===== config.mk =====
export PLATFORM = sky130hd
export DESIGN_NAME = mips_address_reference_scanner
export DESIGN_NICKNAME = d
export VERILOG_FILES = /design/src/hdl/mars_pkg.sv /design/src/hdl/mips_address_reference_scanner.sv /design/src/hdl/mars_cell.sv /design/src/hdl/mars_chain.sv
export VERILOG_INCLUDE_DIRS = /design/src /design/src/hdl
export SDC_FILE = /design/constraint.sdc
export NUM_CORES = 2
export LEC_CHECK = 0
export BUFFER_PORTS_ARGS = -buffer_cell sky130_fd_sc_hd__buf_2
export CAP_MARGIN = 20
export CORE_ASPECT_RATIO = 0.5
export CORE_MARGIN = 4
export CORE_UTILIZATION = 47
export DETAILED_ROUTE_END_ITERATION = 10
export PLACE_DENSITY_LB_ADDON = 0.12
export SKIP_CTS_REPAIR_TIMING = 1
export SYNTH_ARGS = -nofsm -noshare
export SYNTH_HDL_FRONTEND = slang
export SYNTH_SLANG_ARGS = --single-unit

===== constraint.sdc =====
create_clock -name clk -period 60.8 [get_ports clk]
set_input_delay 0 -clock clk [delete_from_list [all_inputs] [get_ports clk]]
set_output_delay 0 -clock clk [all_outputs]
set_load 0.02 [all_outputs]

===== src/hdl/assert_macros.svh =====
// ----------------------------------------------------------------------------
// Assertion macros
// Shared concurrent assertion forms, clocked on clk and disabled in reset.
// ----------------------------------------------------------------------------
`ifndef ASSERT_MACROS_SVH
`define ASSERT_MACROS_SVH

// same-cycle implication
`define MARS_ASSERT_NOW(lbl, ante, cons, msg) \
  lbl: assert property (@(posedge clk) disable iff (!rst_n) (ante) |-> (cons)) \
    else $error(msg);

// next-cycle implication
`define MARS_ASSERT_NEXT(lbl, ante, cons, msg) \
  lbl: assert property (@(posedge clk) disable iff (!rst_n) (ante) |=> (cons)) \
    else $error(msg);

`endif


===== src/hdl/mars_pkg.sv =====
// ----------------------------------------------------------------------------
// mars_pkg
// Types and constants shared by the address reference scanner modules.
// ----------------------------------------------------------------------------
`default_nettype none

package mars_pkg;

  localparam int unsigned PositionBits  = 22;
  localparam int unsigned PairWindowDef = 31;
  localparam int unsigned MaxReports    = 32;
  localparam int unsigned CntW          = $clog2(MaxReports + 1);

  // major opcodes, bits [31:26]
  localparam logic [5:0] OpAddiu = 6'h09;
  localparam logic [5:0] OpJal   = 6'h03;
  localparam logic [5:0] OpLui   = 6'h0F;

  typedef enum logic [1:0] {
    HIT_DIRECT = 2'd0,
    HIT_JAL    = 2'd1,
    HIT_PAIR   = 2'd2
  } mars_kind_t;

  typedef enum logic [1:0] {
    ST_IDLE,
    ST_ROTATE,
    ST_FINISH
  } mars_state_t;

  typedef enum logic [1:0] {
    CELL_HOLD,
    CELL_RETIRE,
    CELL_SHIFT,
    CELL_CLEAR
  } mars_cell_op_t;

  typedef struct packed {
    logic [31:0] code_word;
    logic        image_end;
  } mars_in_t;

  typedef struct packed {
    logic [1:0]              hit_kind;
    logic [PositionBits-1:0] hit_position;
    logic [31:0]             hit_word;
    logic [PositionBits-1:0] partner_position;
    logic [31:0]             partner_word;
    logic                    final_report;
  } mars_out_t;

  // one pending LUI slot
  typedef struct packed {
    logic                    valid;
    logic                    rep;
    logic [31:0]             word;
    logic [PositionBits-1:0] pos;
  } mars_entry_t;

  // ADDIU probe broadcast to every cell
  typedef struct packed {
    logic       scan;
    logic [4:0] rs;
    logic       imm_ok;
  } mars_probe_t;

endpackage

`default_nettype wire


===== src/hdl/mips_address_reference_scanner.sv =====
// ----------------------------------------------------------------------------
// mips_address_reference_scanner
// Scans big-endian MIPS words for direct, JAL and LUI/ADDIU references to a
// configured target address.
// ----------------------------------------------------------------------------
// A word that completes no LUI/ADDIU pair is taken, and its direct or JAL
// hit, if any, appears in the output register on the next cycle. A word
// that completes one or more pairs passes through the scan, one full
// end-around rotation of the pending-LUI cell row past the report port,
// then the aging step; a rotation or aging step that has a report to give
// waits while the output side stalls, and no new word is taken until the
// aging step is done. Pending slots reset through per-cell valid bits, so
// no clearing pass follows reset. Write the target only while the block is idle.
`default_nettype none

module mips_address_reference_scanner #(
  parameter int unsigned PAIR_WINDOW = mars_pkg::PairWindowDef
) (
  input  wire                 clk,
  input  wire                 rst_n,
  input  wire                 in_valid,
  output logic                in_stall,
  input  mars_pkg::mars_in_t  in_data,
  output logic                out_valid,
  input  wire                 out_stall,
  output mars_pkg::mars_out_t out_data,
  input  wire                 cfg_valid,
  output logic                cfg_ready,
  input  wire [31:0]          cfg_data
);
  import mars_pkg::*;

  localparam int unsigned StepW = (PAIR_WINDOW > 1) ? $clog2(PAIR_WINDOW) : 1;

  mars_state_t             state_r, state_nxt;
  logic [31:0]             target_r;
  logic [PositionBits-1:0] pos_r, pos_nxt;
  logic [StepW-1:0]        step_r, step_nxt;
  logic [CntW-1:0]         cnt_r, cnt_nxt;
  logic [31:0]             word_r, word_nxt;
  logic                    hit_r, hit_nxt;
  mars_kind_t              kind_r, kind_nxt;
  logic                    last_r, last_nxt;
  logic                    lui_r, lui_nxt;
  logic                    out_valid_r, out_valid_nxt;
  mars_out_t               out_data_r, out_data_nxt;

  logic [31:0]   code;
  logic [31:0]   jal_word;
  logic [16:0]   hi_adj;
  logic          is_direct, is_jal, is_lui;
  logic          out_free, in_take, emit_want, advance;
  mars_cell_op_t cell_op;
  mars_probe_t   probe;
  logic          wrap;
  mars_entry_t   head;
  mars_entry_t   oldest;
  logic          any_pair, rep_rest;

  assign code      = in_data.code_word;
  assign jal_word  = {OpJal, target_r[27:2]};
  assign hi_adj    = {1'b0, target_r[31:16]} + {16'b0, target_r[15]};
  assign is_direct = (code == target_r);
  assign is_jal    = (code == jal_word);
  assign is_lui    = (code[31:26] == OpLui) && ({1'b0, code[15:0]} == hi_adj);

  assign out_free  = !out_valid_r || !out_stall;
  assign in_stall  = !((state_r == ST_IDLE) && out_free);
  assign in_take   = in_valid && !in_stall;
  assign cfg_ready = (state_r == ST_IDLE);
  assign out_valid = out_valid_r;
  assign out_data  = out_data_r;

  assign probe = '{scan:   in_take && (code[31:26] == OpAddiu),
                   rs:     code[25:21],
                   imm_ok: code[15:0] == target_r[15:0]};

  mars_chain #(
    .PAIR_WINDOW (PAIR_WINDOW)
  ) u_chain (
    .clk        (clk),
    .rst_n      (rst_n),
    .op_i       (cell_op),
    .probe_i    (probe),
    .wrap_i     (wrap),
    .head_i     (head),
    .oldest_o   (oldest),
    .any_pair_o (any_pair),
    .rep_rest_o (rep_rest)
  );

  always_comb begin
    state_nxt     = state_r;
    pos_nxt       = pos_r;
    step_nxt      = step_r;
    cnt_nxt       = cnt_r;
    word_nxt      = word_r;
    hit_nxt       = hit_r;
    kind_nxt      = kind_r;
    last_nxt      = last_r;
    lui_nxt       = lui_r;
    out_valid_nxt = out_valid_r && out_stall;
    out_data_nxt  = out_data_r;
    cell_op       = CELL_HOLD;
    wrap          = 1'b0;
    head          = '{valid: 1'b0, rep: 1'b0, word: word_r, pos: pos_r};
    emit_want     = 1'b0;
    advance       = 1'b0;

    case (state_r)
      ST_IDLE: begin
        head = '{valid: is_lui && !is_direct && !is_jal, rep: 1'b0, word: code,
                 pos: pos_r};
        if (in_take) begin
          if (any_pair) begin
            // park the word, flag the pairs in place and start a rotation
            cell_op   = CELL_RETIRE;
            word_nxt  = code;
            hit_nxt   = is_direct || is_jal;
            kind_nxt  = is_direct ? HIT_DIRECT : HIT_JAL;
            last_nxt  = in_data.image_end;
            lui_nxt   = is_lui && !is_direct && !is_jal;
            step_nxt  = '0;
            cnt_nxt   = '0;
            state_nxt = ST_ROTATE;
          end else begin
            cell_op = in_data.image_end ? CELL_CLEAR : CELL_SHIFT;
            pos_nxt = in_data.image_end ? '0 : pos_r + PositionBits'(1);
            if (is_direct || is_jal) begin
              out_valid_nxt = 1'b1;
              out_data_nxt  = '{hit_kind:         is_direct ? HIT_DIRECT : HIT_JAL,
                                hit_position:     pos_r,
                                hit_word:         code,
                                partner_position: '0,
                                partner_word:     '0,
                                final_report:     1'b1};
            end
          end
        end
      end

      ST_ROTATE: begin
        emit_want = oldest.rep && (cnt_r < CntW'(MaxReports));
        advance   = !emit_want || out_free;
        if (advance) begin
          cell_op = CELL_SHIFT;
          wrap    = 1'b1;
          if (emit_want) begin
            out_valid_nxt = 1'b1;
            cnt_nxt       = cnt_r + CntW'(1);
            out_data_nxt  = '{hit_kind:         HIT_PAIR,
                              hit_position:     oldest.pos,
                              hit_word:         oldest.word,
                              partner_position: pos_r,
                              partner_word:     word_r,
                              final_report:     (cnt_r == CntW'(MaxReports - 1)) ||
                                                (!rep_rest && !hit_r)};
          end
          if (step_r == StepW'(PAIR_WINDOW - 1)) begin
            state_nxt = ST_FINISH;
          end else begin
            step_nxt = step_r + StepW'(1);
          end
        end
      end

      ST_FINISH: begin
        head      = '{valid: lui_r, rep: 1'b0, word: word_r, pos: pos_r};
        emit_want = hit_r && (cnt_r < CntW'(MaxReports));
        advance   = !emit_want || out_free;
        if (advance) begin
          cell_op   = last_r ? CELL_CLEAR : CELL_SHIFT;
          pos_nxt   = last_r ? '0 : pos_r + PositionBits'(1);
          state_nxt = ST_IDLE;
          if (emit_want) begin
            out_valid_nxt = 1'b1;
            out_data_nxt  = '{hit_kind:         kind_r,
                              hit_position:     pos_r,
                              hit_word:         word_r,
                              partner_position: '0,
                              partner_word:     '0,
                              final_report:     1'b1};
          end
        end
      end

      default: begin
        state_nxt = ST_IDLE;
      end
    endcase
  end

  always_ff @(posedge clk) begin
    if (!rst_n) begin
      state_r     <= ST_IDLE;
      target_r    <= '0;
      pos_r       <= '0;
      step_r      <= '0;
      cnt_r       <= '0;
      out_valid_r <= 1'b0;
    end else begin
      state_r     <= state_nxt;
      pos_r       <= pos_nxt;
      step_r      <= step_nxt;
      cnt_r       <= cnt_nxt;
      out_valid_r <= out_valid_nxt;
      if (cfg_valid && cfg_ready) begin
        target_r <= cfg_data;
      end
    end
  end

  always_ff @(posedge clk) begin
    word_r     <= word_nxt;
    hit_r      <= hit_nxt;
    kind_r     <= kind_nxt;
    last_r     <= last_nxt;
    lui_r      <= lui_nxt;
    out_data_r <= out_data_nxt;
  end

`include "assert_macros.svh"

  `MARS_ASSERT_NOW(a_idle_no_flags, state_r == ST_IDLE, !(rep_rest || oldest.rep), "pair flag left while idle")
  `MARS_ASSERT_NOW(a_rotation_drained, state_r == ST_FINISH, !(rep_rest || oldest.rep), "rotation ended with pair flags set")
  `MARS_ASSERT_NEXT(a_pos_holds, state_r == ST_ROTATE, $stable(pos_r), "word position moved during rotation")

endmodule

`default_nettype wire


===== src/hdl/mars_cell.sv =====
// ----------------------------------------------------------------------------
// mars_cell
// One pending LUI slot: compares its rt against the probe and moves its
// contents to the next slot on shift.
// ----------------------------------------------------------------------------
`default_nettype none

module mars_cell (
  input  wire                     clk,
  input  wire                     rst_n,
  input  mars_pkg::mars_cell_op_t op_i,
  input  mars_pkg::mars_probe_t   probe_i,
  input  mars_pkg::mars_entry_t   prev_i,
  output mars_pkg::mars_entry_t   fwd_o,
  output logic                    pair_o
);
  import mars_pkg::*;

  logic                    valid_r, valid_nxt;
  logic                    rep_r, rep_nxt;
  logic [31:0]             word_r, word_nxt;
  logic [PositionBits-1:0] pos_r, pos_nxt;
  logic                    match;

  assign match  = probe_i.scan && valid_r && (word_r[20:16] == probe_i.rs);
  assign pair_o = match && probe_i.imm_ok;

  // a slot hit by the probe leaves retired
  assign fwd_o = '{valid: valid_r && !match, rep: rep_r, word: word_r, pos: pos_r};

  always_comb begin
    valid_nxt = valid_r;
    rep_nxt   = rep_r;
    word_nxt  = word_r;
    pos_nxt   = pos_r;
    case (op_i)
      CELL_HOLD: begin
      end
      CELL_RETIRE: begin
        valid_nxt = valid_r && !match;
        rep_nxt   = pair_o;
      end
      CELL_SHIFT: begin
        valid_nxt = prev_i.valid;
        rep_nxt   = prev_i.rep;
        word_nxt  = prev_i.word;
        pos_nxt   = prev_i.pos;
      end
      CELL_CLEAR: begin
        valid_nxt = 1'b0;
        rep_nxt   = 1'b0;
      end
      default: begin
      end
    endcase
  end

  always_ff @(posedge clk) begin
    if (!rst_n) begin
      valid_r <= 1'b0;
      rep_r   <= 1'b0;
    end else begin
      valid_r <= valid_nxt;
      rep_r   <= rep_nxt;
    end
  end

  always_ff @(posedge clk) begin
    word_r <= word_nxt;
    pos_r  <= pos_nxt;
  end

endmodule

`default_nettype wire


===== src/hdl/mars_chain.sv =====
// ----------------------------------------------------------------------------
// mars_chain
// Row of pending LUI cells, youngest at index 0. Shifts for aging and
// rotates end-around to bring every flagged pair past the oldest slot.
// ----------------------------------------------------------------------------
`default_nettype none

module mars_chain #(
  parameter int unsigned PAIR_WINDOW = mars_pkg::PairWindowDef
) (
  input  wire                     clk,
  input  wire                     rst_n,
  input  mars_pkg::mars_cell_op_t op_i,
  input  mars_pkg::mars_probe_t   probe_i,
  input  wire                     wrap_i,
  input  mars_pkg::mars_entry_t   head_i,
  output mars_pkg::mars_entry_t   oldest_o,
  output logic                    any_pair_o,
  output logic                    rep_rest_o
);
  import mars_pkg::*;

  mars_entry_t            fwd [PAIR_WINDOW];
  mars_entry_t            head_sel;
  logic [PAIR_WINDOW-1:0] pair_v;

  always_comb begin
    head_sel = head_i;
    if (wrap_i) begin
      head_sel     = fwd[PAIR_WINDOW-1];
      head_sel.rep = 1'b0;
    end
  end

  for (genvar k = 0; k < PAIR_WINDOW; k++) begin : g_cell
    mars_entry_t prev;
    if (k == 0) begin : g_head
      assign prev = head_sel;
    end else begin : g_link
      assign prev = fwd[k-1];
    end
    mars_cell u_cell (
      .clk     (clk),
      .rst_n   (rst_n),
      .op_i    (op_i),
      .probe_i (probe_i),
      .prev_i  (prev),
      .fwd_o   (fwd[k]),
      .pair_o  (pair_v[k])
    );
  end

  assign oldest_o   = fwd[PAIR_WINDOW-1];
  assign any_pair_o = |pair_v;

  // flags still waiting behind the oldest slot
  always_comb begin
    rep_rest_o = 1'b0;
    for (int k = 0; k < PAIR_WINDOW - 1; k++) begin
      rep_rest_o = rep_rest_o | fwd[k].rep;
    end
  end

endmodule

`default_nettype wire


==> results.json <==
{
  "critPathMostFrequentCell": "buf_4",
  "max-vdd-ir-drop_uv": 19.49,
  "antenna_found_initial": 2,
  "wl_mm": 115.9,
  "dp_hpwl_mm": 66.14,
  "hp-class": "in -> reg",
  "ys_warn_count": 0,
  "first_iter_violations": 3088,
  "fill_cells": 10670,
  "grt_max_degree": 202,
  "clock_power_share_pct": 40.0,
  "p_comb_share_pct": 2.3,
  "fin_setup_tns_ps": 0,
  "setup_viol": 0,
  "dr.pass1.iters": 5,
  "grt.overflow.total": 0,
  "slowest_delay_ps": 930,
  "arrival_ps": 8530,
  "dp_slack_ps": 52290,
  "cts_tree": "done",
  "grt_pass1_wl_mm": 173.5,
  "vias": 29550,
  "core_area_mm2": 0.1381,
  "placement.io_buffers": 183,
  "post-route-period-util_pct": 13.32,
  "place_area_mm2": 0.06879,
  "worstMarginPinSlew_ps": 1223,
  "finalWorstSetupSlack_ps": 52700,
  "synthCells": 3302,
  "grt_setup_unrepaired": "false",
  "p_leak_nw": 24.31,
  "path_delay_family": "buffers and inverters",
  "synth.most_common_cell": "edfxtp_1",
  "crit_chain": "inv_1 -> ha_4 -> and2_1 -> nand4_4 -> nor3_1 -> nor4_1 -> nand4_1 -> o31ai_4 -> inv_2 -> o41ai_4 -> buf_4 -> buf_4 -> buf_12 -> buf_4 -> buf_4 -> buf_16",
  "internal_power_mw": 2.072,
  "synth.yosys.seq_area_share_pct": 87.04,
  "start_util_pct": 47.65,
  "nets": 3728,
  "slowest_stage": "buf_4",
  "cts_buffer_depth": 3,
  "fmax_mhz": 123.5,
  "relSlewSlack_pct": 18.49,
  "drcViolationCount": 0,
  "cts_max_level": 4,
  "power_frac_seq_pct": 57.7,
  "cts_buffers": 162,
  "crit_fanout": 194,
  "die_w_um": 537.2,
  "cts_sinks": 1951,
  "synth_nets": 3382,
  "clk_latency_ps": 780,
  "endpoint": "u_chain.g_cell[17].u_cell.word_r[7]$_DFFE_PP_",
  "timing.rr.start": "state_r[0]$_SDFFE_PN0P_",
  "cp_num_cells": 16,
  "synth_edf_count": 1821,
  "layout-area-overhead-vs-synth_pct": 14.35,
  "synth_ff_type": "edfxtp_1",
  "synth_area_leaders": "edfxtp_1 (83%), dfxtp_1 (4.0%), xnor2_1 (2.8%)",
  "synth_top_cell_by_area": "edfxtp_1",
  "finalInstanceArea_mm2": 0.07526,
  "hold_violations": 0,
  "drive_above_1_share_pct": 13.15,
  "avgSynthCellArea_um2": 19.93,
  "critical_path_class": "reg -> reg",
  "synth_common_cells": "edfxtp_1 (1,821), xnor2_1 (213), nand2_1 (132)",
  "wl_per_cell_um": 20.54,
  "die_area_mm2": 0.1465,
  "async_flop_share_pct": 0,
  "detail-route-antenna-nets": 0,
  "globalplace.congestion": 0.8416,
  "first_global_vias": 28400,
  "p_per_area_mw_per_mm2": 34.33,
  "fin_crit_ps": 8100,
  "power_mw": 2.584,
  "synth_seq_cells": 1951,
  "io_pins": 184,
  "critPathLaunchType": "flop",
  "die_h_um": 272.6,
  "cts-root-buf": "clkbuf_16",
  "swShare_pct": 19.80,
  "startpoint": "state_r[0]$_SDFFE_PN0P_",
  "maxCapViolCount": 0,
  "clock_skew_ps": 49.14,
  "rows": 96,
  "status": "finished, final reports clean",
  "slew_viol_final": 0,
  "crit_buf_inv": 8,
  "reg2reg_slack_ps": 52700,
  "rr_worst_depth": 16,
  "syn_area_mm2": 0.06582,
  "p_sw_uw": 511.7,
  "reg2reg_to": "u_chain.g_cell[17].u_cell.word_r[7]$_DFFE_PP_",
  "cts.clk_slew.worst_paths_ps": 70,
  "vias_per_cell": 5.238,
  "yosys.area.top_type_share_pct": 83.08,
  "synth.distinct_cells": 69,
  "grt_usage_pct": 15.45,
  "required_ps": 61230,
  "cp-end-kind": "flop"
}
metrics by stage:
stage	util [%]	cells	hold slack (ps)
floorplan	-	3302	98.87
global placement	49.79	5238	262.5
detailed placement	49.80	5240	257.0
CTS	53.62	5535	-599.3
global route	54.48	5641	15.49
finish	54.48	5642	60.63
worst min-delay path by stage:
| stage | endpoint | depth (start not counted) | slack, ps | from |
|---|---|---|---|---|
| detailed placement | target_r[28]$_SDFFE_PN0P_ | 3 | 260 | cfg_data[28] |
| global placement | target_r[28]$_SDFFE_PN0P_ | 3 | 260 | cfg_data[28] |
| finish | target_r[1]$_SDFFE_PN0P_ | 5 | 60 | cfg_valid |
| floorplan | last_r$_DFFE_PP_ | 0 | 100 | in_data[0] |
| global route | target_r[1]$_SDFFE_PN0P_ | 5 | 20 | cfg_valid |
| CTS | target_r[28]$_SDFFE_PN0P_ | 3 | -600 | cfg_data[28] |
logic make-up (layout without fill, tap and decap cells):
kind of cell / count (synthesis) / count (layout) / share of synthesized area (%)
xor gates and xnor gates: 242 / 242 / 3.220
buffers and inverters: 185 / 662 / 1.215
and+or+nand+nor: 517 / 517 / 3.975
other: 0 / 1 / 0
DFF: 1951 / 1951 / 87.04
muxes: 28 / 28 / 0.4715
adders and majority gates: 10 / 10 / 0.1901
AOI/OAI and AO/OA: 369 / 369 / 3.891
worst reg2reg max path, cell delays in order (launching register included):
cell     delay, ps
dfxtp_1        430
inv_1          130
ha_4           400
and2_1         320
nand4_4        380
nor3_1         190
nor4_1         450
nand4_1        210
o31ai_4        700
inv_2          120
o41ai_4        210
buf_4          610
buf_4          930
buf_12         690
buf_4         1180
buf_4          440
buf_16         330
layout make-up:
cell class	instances	area, um^2	share of cell area, %
Antenna cell	1	2.502	0.003325
Sequential cell	1951	57280	76.12
Tap cell	1862	2330	3.096
Clock buffer	209	4353	5.784
Clock inverter	86	928.4	1.234
Timing Repair Buffer	328	2435	3.235
Multi-Input combinational cell	1166	7779	10.34
Inverter	39	146.4	0.1945
power groups by stage:
stage / clock, mW / sequential (mW) / combinational (mW)
2_1_floorplan: 0 / 1.61 / 0.0378
3_3_place_gp: 0 / 1.52 / 0.0530
3_5_place_dp: 0 / 1.52 / 0.0543
4_1_cts: 1.07 / 1.49 / 0.0544
5_1_grt: 1.13 / 1.49 / 0.0657
6_report: 1.03 / 1.49 / 0.0598
state kept, by name, indices dropped and copies added (netlist names):
signal                         flops
u_chain.g_cell.u_cell.valid_r     31
out_valid                          1
state_r                            2
last_r                             1
u_chain.g_cell.u_cell.pos_r      682
out_data                         111
pos_r                             22
word_r                            32
lui_r                              1
step_r                             5
u_chain.g_cell.u_cell.word_r     992
kind_r                             1
hit_r                              1
cnt_r                              6
target_r                          32
u_chain.g_cell.u_cell.rep_r       31
cell usage in the layout (no fill, tap or decap), types with 18 or more instances in the layout:
master,netlist,routed
nand3_1,21,21
nand2_1,132,132
nor3_1,66,66
buf_2,12,184
clkbuf_16,0,164
xnor2_1,213,213
or3_1,18,18
xor2_1,29,29
nand4_1,53,53
a22oi_1,64,64
clkinv_1,1,32
nor2_1,99,99
clkbuf_1,100,37
edfxtp_1,1821,1821
buf_4,16,34
clkinv_2,0,21
a221o_1,29,29
a22o_1,22,22
and3_1,63,63
dfxtp_1,130,130
a21oi_1,121,121
inv_1,37,37
mux2_2,24,24
dlygate4sd3_1,0,99
nor4_1,27,26
o21ai_0,52,51
a32o_1,30,30
layer usage:
layer  global-route usage, %  up-vias  share of wire, %
li1                        -    13530                 -
met1                   24.15    15220                50
met2                   21.86      613                43
met3                   3.125      193               4.6
met4                   4.804        0               2.3
met5                       0        -                 0
(Power assumes the default switching activity.)
